## src/design/btbp_pkg.sv

```systemverilog
// -----------------------------------------------------------------------------
// btbp_pkg
// shared types and constants of the branch target buffer predictor
// -----------------------------------------------------------------------------
package btbp_pkg;

   localparam int unsigned ADDR_W    = 32;
   localparam int unsigned IDX_OUT_W = 4;
   localparam int unsigned OFFSET_W  = 16;
   localparam int unsigned STORE_MAX = 16;

   localparam logic [ADDR_W-1:0] PC_STEP = 32'd4;

   localparam logic OP_LOOKUP  = 1'b0;
   localparam logic OP_RESOLVE = 1'b1;

   typedef enum logic [1:0] {
      ST_IDLE,
      ST_EXEC,
      ST_DONE
   } state_type;

   typedef struct packed {
      logic load;
      logic exec;
   } cmd_type;

endpackage

```

## src/design/branch_target_buffer_predictor_unit.sv

```systemverilog
// -----------------------------------------------------------------------------
// branch_target_buffer_predictor_unit
// direct-mapped branch target buffer, predicts taken on a hit
// -----------------------------------------------------------------------------
// Each item goes in order from transfer in to result shown: the transfer
// cycle reads the tag and target tables, the next cycle compares, installs and
// counts, and then the registered result is presented and held until the
// output transfer. The next item is taken in the cycle after that, so only
// one item is in flight at a time under the single shared sequencer. Lookups
// index the table with pc bits above bit 1 masked to ENTRIES-1; since a
// resolve carries a four bit index, only the lowest sixteen entries can ever
// be filled and only those are stored. Entries come up empty after reset with
// no clearing pass.
// -----------------------------------------------------------------------------
module branch_target_buffer_predictor_unit #(
   parameter int unsigned ENTRIES = 16
) (
   input  logic                                   clock,
   input  logic                                   reset,
   input  logic                                   req_valid,
   output logic                                   req_stall,
   input  logic                                   req_op,
   input  logic [btbp_pkg::ADDR_W-1:0]            req_pc,
   input  logic                                   req_pc_write_enable,
   input  logic                                   req_is_branch,
   input  logic                                   req_predicted_found,
   input  logic [btbp_pkg::IDX_OUT_W-1:0]         req_entry_index,
   input  logic [btbp_pkg::ADDR_W-1:0]            req_fall_through_pc,
   input  logic signed [btbp_pkg::OFFSET_W-1:0]   req_branch_offset,
   input  logic                                   req_taken,
   output logic                                   rsp_valid,
   input  logic                                   rsp_stall,
   output logic                                   rsp_found,
   output logic [btbp_pkg::IDX_OUT_W-1:0]         rsp_index_out,
   output logic [btbp_pkg::ADDR_W-1:0]            rsp_fall_through_out,
   output logic [btbp_pkg::ADDR_W-1:0]            rsp_next_pc,
   output logic                                   rsp_pc_update,
   output logic                                   rsp_flush,
   output logic [btbp_pkg::ADDR_W-1:0]            rsp_branch_total,
   output logic [btbp_pkg::ADDR_W-1:0]            rsp_hit_total,
   output logic [btbp_pkg::ADDR_W-1:0]            rsp_miss_total
);

   btbp_pkg::cmd_type cmd;

   btbp_ctrl u_ctrl (
      .clock     (clock),
      .reset     (reset),
      .req_valid (req_valid),
      .req_stall (req_stall),
      .rsp_valid (rsp_valid),
      .rsp_stall (rsp_stall),
      .cmd       (cmd)
   );

   btbp_datapath #(.ENTRIES(ENTRIES)) u_datapath (
      .clock                (clock),
      .reset                (reset),
      .cmd                  (cmd),
      .req_op               (req_op),
      .req_pc               (req_pc),
      .req_pc_write_enable  (req_pc_write_enable),
      .req_is_branch        (req_is_branch),
      .req_predicted_found  (req_predicted_found),
      .req_entry_index      (req_entry_index),
      .req_fall_through_pc  (req_fall_through_pc),
      .req_branch_offset    (req_branch_offset),
      .req_taken            (req_taken),
      .rsp_found            (rsp_found),
      .rsp_index_out        (rsp_index_out),
      .rsp_fall_through_out (rsp_fall_through_out),
      .rsp_next_pc          (rsp_next_pc),
      .rsp_pc_update        (rsp_pc_update),
      .rsp_flush            (rsp_flush),
      .rsp_branch_total     (rsp_branch_total),
      .rsp_hit_total        (rsp_hit_total),
      .rsp_miss_total       (rsp_miss_total)
   );

endmodule

```

## src/design/btbp_ram.sv

```systemverilog
// -----------------------------------------------------------------------------
// btbp_ram
// generic single write port ram with registered read
// -----------------------------------------------------------------------------
module btbp_ram #(
   parameter int unsigned WIDTH = 32,
   parameter int unsigned DEPTH = 16
) (
   input  logic                     clock,
   input  logic                     wr_en,
   input  logic [$clog2(DEPTH)-1:0] wr_addr,
   input  logic [WIDTH-1:0]         wr_data,
   input  logic                     rd_en,
   input  logic [$clog2(DEPTH)-1:0] rd_addr,
   output logic [WIDTH-1:0]         rd_data
);

   logic [WIDTH-1:0] mem_ff [DEPTH];
   logic [WIDTH-1:0] rd_data_ff;

   always_ff @(posedge clock) begin
      if (wr_en) begin
         mem_ff[wr_addr] <= wr_data;
      end
      if (rd_en) begin
         rd_data_ff <= mem_ff[rd_addr];
      end
   end

   assign rd_data = rd_data_ff;

endmodule

```

## src/design/btbp_ctrl.sv

```systemverilog
// -----------------------------------------------------------------------------
// btbp_ctrl
// item sequencer: accept, execute, present result until transfer
// -----------------------------------------------------------------------------
module btbp_ctrl (
   input  logic              clock,
   input  logic              reset,
   input  logic              req_valid,
   output logic              req_stall,
   output logic              rsp_valid,
   input  logic              rsp_stall,
   output btbp_pkg::cmd_type cmd
);

   btbp_pkg::state_type state_ff;
   btbp_pkg::state_type state_in;

   always_ff @(posedge clock) begin
      if (reset) begin
         state_ff <= btbp_pkg::ST_IDLE;
      end else begin
         state_ff <= state_in;
      end
   end

   always_comb begin
      state_in = state_ff;
      unique case (state_ff)
         btbp_pkg::ST_IDLE: begin
            if (req_valid) begin
               state_in = btbp_pkg::ST_EXEC;
            end
         end
         btbp_pkg::ST_EXEC: begin
            state_in = btbp_pkg::ST_DONE;
         end
         btbp_pkg::ST_DONE: begin
            if (!rsp_stall) begin
               state_in = btbp_pkg::ST_IDLE;
            end
         end
         default: begin
            state_in = btbp_pkg::ST_IDLE;
         end
      endcase
   end

   always_comb begin
      req_stall = 1'b1;
      rsp_valid = 1'b0;
      cmd       = '0;
      unique case (state_ff)
         btbp_pkg::ST_IDLE: begin
            req_stall = 1'b0;
            cmd.load  = req_valid;
         end
         btbp_pkg::ST_EXEC: begin
            cmd.exec = 1'b1;
         end
         btbp_pkg::ST_DONE: begin
            rsp_valid = 1'b1;
         end
         default: begin
            req_stall = 1'b1;
         end
      endcase
   end

   // one item in flight at a time
   assert property (@(posedge clock) disable iff (reset)
      !req_stall |-> !rsp_valid)
      else $error("input open while a result is pending");

   assert property (@(posedge clock) disable iff (reset)
      req_valid && !req_stall |=> cmd.exec)
      else $error("accepted item not executed next cycle");

   assert property (@(posedge clock) disable iff (reset)
      cmd.exec |=> rsp_valid)
      else $error("executed item did not produce a result");

   assert property (@(posedge clock) disable iff (reset)
      rsp_valid && !rsp_stall |=> !rsp_valid && !req_stall)
      else $error("result repeated after transfer");

endmodule

```

## src/design/btbp_datapath.sv

```systemverilog
// -----------------------------------------------------------------------------
// btbp_datapath
// tag and target tables, valid bits, prediction and statistics
// -----------------------------------------------------------------------------
module btbp_datapath #(
   parameter int unsigned ENTRIES = 16
) (
   input  logic                                   clock,
   input  logic                                   reset,
   input  btbp_pkg::cmd_type                      cmd,
   input  logic                                   req_op,
   input  logic [btbp_pkg::ADDR_W-1:0]            req_pc,
   input  logic                                   req_pc_write_enable,
   input  logic                                   req_is_branch,
   input  logic                                   req_predicted_found,
   input  logic [btbp_pkg::IDX_OUT_W-1:0]         req_entry_index,
   input  logic [btbp_pkg::ADDR_W-1:0]            req_fall_through_pc,
   input  logic signed [btbp_pkg::OFFSET_W-1:0]   req_branch_offset,
   input  logic                                   req_taken,
   output logic                                   rsp_found,
   output logic [btbp_pkg::IDX_OUT_W-1:0]         rsp_index_out,
   output logic [btbp_pkg::ADDR_W-1:0]            rsp_fall_through_out,
   output logic [btbp_pkg::ADDR_W-1:0]            rsp_next_pc,
   output logic                                   rsp_pc_update,
   output logic                                   rsp_flush,
   output logic [btbp_pkg::ADDR_W-1:0]            rsp_branch_total,
   output logic [btbp_pkg::ADDR_W-1:0]            rsp_hit_total,
   output logic [btbp_pkg::ADDR_W-1:0]            rsp_miss_total
);

   // resolve index is four bits wide, so only the low entries can ever be filled
   localparam int unsigned DEPTH = (ENTRIES < btbp_pkg::STORE_MAX) ?
                                   ENTRIES : btbp_pkg::STORE_MAX;
   localparam int unsigned AW    = $clog2(DEPTH);
   localparam int unsigned AWD   = btbp_pkg::ADDR_W;
   localparam int unsigned IW    = btbp_pkg::IDX_OUT_W;
   localparam logic [AWD-1:0] IDX_MASK = AWD'(ENTRIES - 1);

   // lookup index
   logic [AWD-1:0] look_idx;
   logic           look_in_store;
   logic [IW-1:0]  eidx_masked;

   assign look_idx      = (req_pc >> 2) & IDX_MASK;
   assign look_in_store = (look_idx[AWD-1:IW] == '0);
   assign eidx_masked   = req_entry_index & IDX_MASK[IW-1:0];

   // captured item
   logic                                 op_ff;
   logic [AWD-1:0]                       pc_ff;
   logic                                 we_ff;
   logic                                 is_br_ff;
   logic                                 pfound_ff;
   logic [IW-1:0]                        idx_ff;
   logic [AW-1:0]                        addr_ff;
   logic                                 in_store_ff;
   logic [AWD-1:0]                       ft_ff;
   logic signed [btbp_pkg::OFFSET_W-1:0] off_ff;
   logic                                 tk_ff;

   always_ff @(posedge clock) begin
      if (cmd.load) begin
         op_ff     <= req_op;
         pc_ff     <= req_pc;
         we_ff     <= req_pc_write_enable;
         is_br_ff  <= req_is_branch;
         pfound_ff <= req_predicted_found;
         ft_ff     <= req_fall_through_pc;
         off_ff    <= req_branch_offset;
         tk_ff     <= req_taken;
         if (req_op == btbp_pkg::OP_LOOKUP) begin
            idx_ff      <= look_idx[IW-1:0];
            addr_ff     <= look_idx[AW-1:0];
            in_store_ff <= look_in_store;
         end else begin
            idx_ff      <= eidx_masked;
            addr_ff     <= eidx_masked[AW-1:0];
            in_store_ff <= 1'b1;
         end
      end
   end

   // tables
   logic [AWD-1:0] tag_rd;
   logic [AWD-1:0] target_rd;
   logic           tbl_wr;
   logic [AWD-1:0] tgt;
   logic [AWD-1:0] off_ext;

   assign off_ext = AWD'(off_ff);
   assign tgt     = ft_ff + (off_ext << 2);

   btbp_ram #(.WIDTH(AWD), .DEPTH(DEPTH)) u_tag_ram (
      .clock   (clock),
      .wr_en   (tbl_wr),
      .wr_addr (addr_ff),
      .wr_data (ft_ff - btbp_pkg::PC_STEP),
      .rd_en   (cmd.load),
      .rd_addr (look_idx[AW-1:0]),
      .rd_data (tag_rd)
   );

   btbp_ram #(.WIDTH(AWD), .DEPTH(DEPTH)) u_target_ram (
      .clock   (clock),
      .wr_en   (tbl_wr),
      .wr_addr (addr_ff),
      .wr_data (tgt),
      .rd_en   (cmd.load),
      .rd_addr (look_idx[AW-1:0]),
      .rd_data (target_rd)
   );

   // valid bits
   logic [DEPTH-1:0] valid_ff;

   always_ff @(posedge clock) begin
      if (reset) begin
         valid_ff <= '0;
      end else if (tbl_wr) begin
         valid_ff[addr_ff] <= 1'b1;
      end
   end

   // result
   logic           found_in;
   logic [AWD-1:0] npc_in;
   logic           upd_in;
   logic           flush_in;
   logic           br_inc;
   logic           hit_inc;
   logic           miss_inc;
   logic [AWD-1:0] pc_inc;

   assign pc_inc = pc_ff + btbp_pkg::PC_STEP;

   always_comb begin
      found_in = 1'b0;
      npc_in   = '0;
      upd_in   = 1'b0;
      flush_in = 1'b0;
      br_inc   = 1'b0;
      hit_inc  = 1'b0;
      miss_inc = 1'b0;
      tbl_wr   = 1'b0;
      if (op_ff == btbp_pkg::OP_LOOKUP) begin
         found_in = in_store_ff && valid_ff[addr_ff] && (tag_rd == pc_ff);
         npc_in   = found_in ? target_rd : pc_inc;
         upd_in   = we_ff;
      end else if (is_br_ff) begin
         br_inc = 1'b1;
         priority if (pfound_ff && tk_ff) begin
            hit_inc = 1'b1;
         end else if (pfound_ff) begin
            miss_inc = 1'b1;
            npc_in   = ft_ff;
            upd_in   = we_ff;
            flush_in = 1'b1;
         end else if (tk_ff) begin
            miss_inc = 1'b1;
            tbl_wr   = cmd.exec;
            npc_in   = tgt;
            upd_in   = we_ff;
            flush_in = 1'b1;
         end else begin
            hit_inc = 1'b1;
         end
      end
   end

   // statistics
   logic [AWD-1:0] br_cnt_ff,   br_cnt_in;
   logic [AWD-1:0] hit_cnt_ff,  hit_cnt_in;
   logic [AWD-1:0] miss_cnt_ff, miss_cnt_in;

   assign br_cnt_in   = br_cnt_ff   + AWD'(br_inc);
   assign hit_cnt_in  = hit_cnt_ff  + AWD'(hit_inc);
   assign miss_cnt_in = miss_cnt_ff + AWD'(miss_inc);

   always_ff @(posedge clock) begin
      if (reset) begin
         br_cnt_ff   <= '0;
         hit_cnt_ff  <= '0;
         miss_cnt_ff <= '0;
      end else if (cmd.exec) begin
         br_cnt_ff   <= br_cnt_in;
         hit_cnt_ff  <= hit_cnt_in;
         miss_cnt_ff <= miss_cnt_in;
      end
   end

   // output register
   logic           found_ff;
   logic [IW-1:0]  index_ff;
   logic [AWD-1:0] ft_out_ff;
   logic [AWD-1:0] npc_ff;
   logic           upd_ff;
   logic           flush_ff;

   always_ff @(posedge clock) begin
      if (cmd.exec) begin
         found_ff  <= found_in;
         index_ff  <= idx_ff;
         ft_out_ff <= (op_ff == btbp_pkg::OP_LOOKUP) ? pc_inc : '0;
         npc_ff    <= npc_in;
         upd_ff    <= upd_in;
         flush_ff  <= flush_in;
      end
   end

   assign rsp_found            = found_ff;
   assign rsp_index_out        = index_ff;
   assign rsp_fall_through_out = ft_out_ff;
   assign rsp_next_pc          = npc_ff;
   assign rsp_pc_update        = upd_ff;
   assign rsp_flush            = flush_ff;
   assign rsp_branch_total     = br_cnt_ff;
   assign rsp_hit_total        = hit_cnt_ff;
   assign rsp_miss_total       = miss_cnt_ff;

   // every counted branch is either a hit or a miss
   assert property (@(posedge clock) disable iff (reset)
      cmd.exec |=> (br_cnt_ff - $past(br_cnt_ff)) ==
                   ((hit_cnt_ff - $past(hit_cnt_ff)) + (miss_cnt_ff - $past(miss_cnt_ff))))
      else $error("branch count out of step with hit and miss counts");

   assert property (@(posedge clock) disable iff (reset)
      cmd.exec && flush_in |-> miss_inc)
      else $error("flush without a miss");

endmodule
```

## config.mk

```make
export PLATFORM = sky130hd
export DESIGN_NAME = branch_target_buffer_predictor_unit
export DESIGN_NICKNAME = d
export VERILOG_FILES = /design/src/design/btbp_pkg.sv /design/src/design/branch_target_buffer_predictor_unit.sv /design/src/design/btbp_ram.sv /design/src/design/btbp_ctrl.sv /design/src/design/btbp_datapath.sv
export SDC_FILE = /design/constraint.sdc
export NUM_CORES = 1
export LEC_CHECK = 0
export ABC_AREA = 1
export BUFFER_PORTS_ARGS = -buffer_cell sky130_fd_sc_hd__buf_2
export CELL_PAD_IN_SITES_DETAIL_PLACEMENT = 0
export CELL_PAD_IN_SITES_GLOBAL_PLACEMENT = 1
export CORE_MARGIN = 2
export CORE_UTILIZATION = 30
export DETAILED_ROUTE_END_ITERATION = 6
export GPL_ROUTABILITY_DRIVEN = 0
export PLACE_DENSITY = 0.58
export SYNTH_ARGS = -nofsm -noshare
export SYNTH_HDL_FRONTEND = slang
export SYNTH_SLANG_ARGS = --single-unit
```

## constraint.sdc

```tcl
create_clock -name clock -period 9.1 [get_ports clock]
set_clock_uncertainty 0.15 [all_clocks]
set_input_delay 1.82 -clock clock [delete_from_list [all_inputs] [get_ports clock]]
set_output_delay 1.82 -clock clock [all_outputs]
set_load 0.01 [all_outputs]
```

## Word level (Yosys, flattened, before mapping)

Memories as Yosys holds them, arrays and structs flattened. A register that Yosys moved wholly into a read port is not among the register bits.
Cells that the tools add are included.

- Bits in registers: 274
- Bits in writable memories: 1024
- Input bits: 93
- Output and inout port bits: 169
- Word-level logic and storage cells: 83
- Memories: 2

- Add/subtract/negate cells: 6
- Magnitude comparators: 2
- Equal/unequal tests: 5
- Multiplexer cells: 42
- Bitwise gates (word level): 1
- Reduce and logical (&&, ||, !) cells: 5

Memory list:

| memory | depth | bits a word | read ports | clocked after Yosys merged registers in | write ports | RTL line | source |
|---|---|---|---|---|---|---|---|
| u_datapath.u_tag_ram.mem_ff | 16 | 32 | 1 | 1 | 1 | btbp_ram.sv:18 | `logic [WIDTH-1:0] mem_ff [DEPTH];` |
| u_datapath.u_target_ram.mem_ff | 16 | 32 | 1 | 1 | 1 | btbp_ram.sv:18 |  |

Operators with widths:

| cell | count |
|---|---|
| 2-to-1 mux 32 bit | 6 |
| adder 32 x 1 -> 32 bit | 3 |
| adder 32 x 3 -> 32 bit, second input constant | 1 |
| adder 32 bit | 1 |
| == test 32 bit | 1 |
| subtractor 32 x 3 -> 32 bit, second input constant | 1 |
| 2-to-1 mux 1 bit | 30 |
| bitwise OR 16 bit | 1 |
| one-hot mux 2 bit (3 select lines) | 1 |
| < comparator 4 x 5 -> 1 bit, second input constant | 1 |
| binary-select mux 1 bit (select 4 bit) | 1 |
| demux 1 bit (select 4 bit) | 1 |
| >= comparator 4 x 1 -> 1 bit, second input constant | 1 |
| 2-to-1 mux 2 bit | 2 |
| 2-to-1 mux 4 bit | 1 |
| != test 2 bit, second input constant | 2 |
| logical AND 1 bit | 3 |
| == test 2 x 1 -> 1 bit, second input constant | 1 |
| == test 2 bit, second input constant | 1 |
| zero test 2 bit | 1 |
| AND reduction 2 bit | 1 |

## Logic depth before layout (Yosys ltp)

- Depth after elaboration: 9
- Mapped depth: 15

## Modules after synthesis

From an unflattened synthesis, not the netlist that was laid out.

- Cell total of the unflattened synthesis: 6375
- Area, all modules: 62188.4 sq um

Modules (own cells, without submodules):

| module | instances | cells each | area each (sq um) | seq. area each (sq um) |
|---|---|---|---|---|
| btbp_ram | 2 | 2120 | 23050.9 | 16335.7 |
| btbp_datapath | 1 | 2121 | 15975.3 | 7046.8 |
| btbp_ctrl | 1 | 14 | 111.4 | 40.0 |

## Least setup slack after synthesis

Ideal clock, no wire load.

- Path kind: input to register
- From: input port req_valid
- To: register u_datapath.ft_ff[0], enable pin
- Arrival: 8091 ps
- Data required time: 8286 ps
- Slack: 195 ps
- Stages on the path: 2
- Cell sequence: inv_1 -> nor2_1

- Longest elaborated chain between the ends: 1

RTL lines:

| item | RTL line | source |
|---|---|---|
| from (decl) | branch_target_buffer_predictor_unit.sv:20 | `input logic req_valid,` |
| 2-to-1 mux 1 bit | btbp_ctrl.sv:52 | `unique case (state_ff)` |
| net u_datapath.u_tag_ram.rd_en | btbp_ram.sv:13 | `input logic rd_en,` |
| to (signal assigned) | btbp_datapath.sv:68 | `ft_ff <= req_fall_through_pc;` |
| to (decl) | btbp_datapath.sv:57 | `logic [AWD-1:0] ft_ff;` |

The timed path passes the listed nets, and every way through them passes these cells.
A chain may end at the register's enable or synchronous reset.

## Worst setup path after layout

- From: register u_datapath.op_ff
- To: memory u_datapath.u_target_ram.mem_ff[2][19], enable pin

- Longest elaborated chain between the ends: 3

RTL lines:

| item | RTL line | source |
|---|---|---|
| from (decl) | btbp_datapath.sv:49 | `logic op_ff;` |
| from (signal assigned) | btbp_datapath.sv:63 | `op_ff <= req_op;` |
| 2-to-1 mux 1 bit | btbp_datapath.sv:145 | `if (op_ff == btbp_pkg::OP_LOOKUP) begin` |
| 2-to-1 mux 1 bit | btbp_ram.sv:22 | `if (wr_en) begin` |
| 2-to-1 mux 1 bit (not written as such) | btbp_ram.sv:23 | `mem_ff[wr_addr] <= wr_data;` |
| to (decl) | btbp_ram.sv:18 |  |

No other way between the ends.

==> out/results.ini <==
[run]
drv_cap=0

[power]
leakage_nw=22.91
total_power_w=0.01399
powerDensity_nw_per_um2=213.9
ir_drop_mv=0.1991

[detailed_routing]
first_pass_iters=6
wl_per_cell_um=24.49
drt_iter0_drc=4124
wl_met1_mm=86.87
wl_met3_mm=12.32
routed.top_layer=met5
wirelength_mm=191.6
wl_met2_mm=87.07
ant_nets=0
via_per_inst=5.048
route.detailed.drc=0
vias=39492

[synth]
synth_warnings=0
synth.top_cell.area_share_pct=64.61
syn-cell-area_um2=56430
yosysTopAreaCell=edfxtp_1
netlist_top_cells_area=edfxtp_1 65%, nand2_1 5.3%, nor2_1 5.1%
synthFlopType=edfxtp_1
syn_inst=4963
synth_cell_types=52
synth-seq-cells=1328
seq_area_frac_synth_pct=68.65
async_flop_share_pct=0
synth_fp_nets=5095
avgSynthCellArea_um2=11.37
synth-edff-count=1214

[floorplanning]
design.portCount=262
core_um2=187400
rows=159
start_util_pct=30.11
die_x_um=437.7
die_h_um=437.7
die_area_um2=191600

[cells_and_area]
drive_above_1_share_pct=11.71
syn_to_final_growth_pct=15.89
nets=5347
stdcell_area_um2=65390

[sta]
fin_tns_setup_ns=0
finalSetupViolCount=0
period_share_pct=53.97
hold_violations=0
max_freq_ghz=0.2036
min_period_ns=4.912
max-slew-margin-rel_pct=5.106
slew_viol_final=0
worstMarginPinSlew_ns=1.419
rsz0062_at_grt=false
whs_ns=0.3227

[grt]
grt_pass1_vias=37855
grt_pass1_wl_mm=274.3
grt_usage_pct=19.56
antenna_found_initial=7
grt_max_degree=195
overflow=0

[run_status]
status=finished clean

[critical_path]
path_cells=buf_4, nand2_1, nor2_2, buf_4, inv_2, nor2_1, nand2_1, inv_1, nand3_1, nor2_4, buf_4, buf_4
cp.arrival_ns=5.17
required_ns=9.36
worstPathMaxFanout=29
crit_path_start_kind=register
path_class=register to register
cpMaxStageDelayCell=nor2_4
path_buf_inv=6
endpoint_kind=register
cp_common_cell=buf_4
critPathMaxStageDelay_ns=0.74
cpLargestDelayFamily=simple AND/OR/NAND/NOR gates

[cts]
numCtsBuffers=153
holdBufCountCts=0
clock_insertion_delay_worst_skew_ns=0.79
cts_setup_buffers=0
cts_root_buffer=clkbuf_16
clock_path_buffers=3
clock_sinks=1328
cts_max_level=4
clkSlewWorstSetupHoldPaths_ns=0.06
post_cts_resized=0
cts_tree=yes

[placement]
dp_hpwl_mm=117.6
placed_area_um2=60700
io_buffers=261

[worst_hold_path]
hold_path.class=register to register

[worst reg2reg max path, stage by stage, from the launching register on]
cell and delay, ns:
edfxtp_1 0.32, buf_4 0.30, nand2_1 0.31, nor2_2 0.14
buf_4 0.30, inv_2 0.06, nor2_1 0.46, nand2_1 0.18
inv_1 0.14, nand3_1 0.31, nor2_4 0.74, buf_4 0.54
buf_4 0.55
[layout by cell type, fill, tap and decap left out, types with 6 or more instances in the layout]
cell	n
nand3_1	167
buf_2	257
nor2_2	17
nor3_1	72
buf_4	76
nor2_4	20
xor2_2	7
clkinv_1	31
inv_6	9
or2_2	6
o211ai_1	64
o21ai_0	504
nand2_1	797
and2_1	18
inv_1	303
xor2_1	56
clkbuf_1	40
dfxtp_1	114
o21ai_1	50
ha_1	38
nor4_1	6
nor2_1	747
o22ai_1	67
xnor2_1	48
bufinv_16	7
clkbuf_16	154
a21oi_1	76
nand3b_1	34
inv_2	15
clkinv_2	13
edfxtp_1	1214
o221ai_1	185
nand4_1	43
[area by class of cell]
type | instances | area, µm²
Clock inverter | 70 | 625.6
Timing Repair Buffer | 340 | 1974
Inverter | 322 | 1225
Clock buffer | 198 | 4059
Antenna cell | 1 | 2.502
Fill cell | 18718 | 122000
Multi-Input combinational cell | 3070 | 15650
Sequential cell | 1328 | 38740
Tap cell | 2495 | 3122
[kinds of logic (layout without fill, tap and decap cells)]
group                    count (synthesis)  after routing  share of synthesized area (%)
AND/OR/NAND/NOR                       1951           1951                          14.40
flip-flops                            1328           1328                          68.65
AO/OA/AOI/OAI                          967            967                          10.35
buffers and inverters                  565            930                          3.971
XOR/XNOR                               113            113                          1.754
adder cells (fa/ha/maj)                 39             39                         0.8781
other                                    0              1                              0
[final timing paths]
check                                  startpoint                                               to  slack (ns)  cells after the start
max                    u_datapath.op_ff$_DFFE_PP_  u_datapath.u_target_ram.mem_ff[2][19]$_DFFE_PP_        4.19                     12
min          u_datapath.valid_ff[13]$_SDFFE_PP0P_             u_datapath.valid_ff[13]$_SDFFE_PP0P_        0.32                      2
max reg2reg            u_datapath.op_ff$_DFFE_PP_  u_datapath.u_target_ram.mem_ff[2][19]$_DFFE_PP_        4.19                     12
min reg2reg  u_datapath.valid_ff[13]$_SDFFE_PP0P_             u_datapath.valid_ff[13]$_SDFFE_PP0P_        0.32                      2
[metrics by stage]
stage          util (%)  worst slack, ns  cells
6_report          34.89            4.188   7824
5_1_grt           34.89            4.009   7824
4_1_cts           34.89            4.187   7823
3_5_place_dp      32.39            4.033   7555
3_3_place_gp      32.39            4.113   7555
2_1_floorplan         -           0.1952   4963
[registers in the layout, summed over array words and instances (netlist names), 2 cells and up]
| signal | count |
|---|---|
| u_datapath.rsp_miss_total | 32 |
| u_datapath.u_target_ram.rd_data | 30 |
| u_datapath.rsp_index_out | 4 |
| u_datapath.pc_ff | 32 |
| u_datapath.rsp_fall_through_out | 32 |
| u_datapath.off_ff | 16 |
| u_datapath.u_target_ram.mem_ff | 480 |
| u_datapath.ft_ff | 32 |
| u_datapath.rsp_next_pc | 32 |
| u_datapath.rsp_branch_total | 32 |
| u_datapath.idx_ff | 4 |
| u_ctrl.state_ff | 2 |
| u_datapath.u_tag_ram.mem_ff | 512 |
| u_datapath.u_tag_ram.rd_data | 32 |
| u_datapath.rsp_hit_total | 32 |
| u_datapath.valid_ff | 16 |
[cells in the mapped netlist, drive strengths merged (45+ instances only)]
cell,count
buf,60
nand3,169
dfxtp,114
o211ai,64
nand2,800
nand4,45
o221ai,185
xor2,63
o22ai,67
clkbuf,183
o21ai,554
edfxtp,1214
xnor2,50
inv,322
nor2,785
nor3,77
a21oi,76
[power breakdown]
group / leakage, nW / internal, W / total [W] / switching (W)
Clock: 2.27 / 0.00335 / 0.00587 / 0.00252
Sequential: 11.9 / 0.00690 / 0.00699 / 0.0000944
Combinational: 8.70 / 0.000266 / 0.00112 / 0.000856
Total: 22.9 / 0.0105 / 0.0140 / 0.00347
[layer usage]
layer  GRT usage [%]  vias up
met2           30.49     1326
met1           27.86    19712
met3           3.118      249
met5               0        -
li1                -    18203
met4           6.068        2
Power figures use the tool's default switching activity.
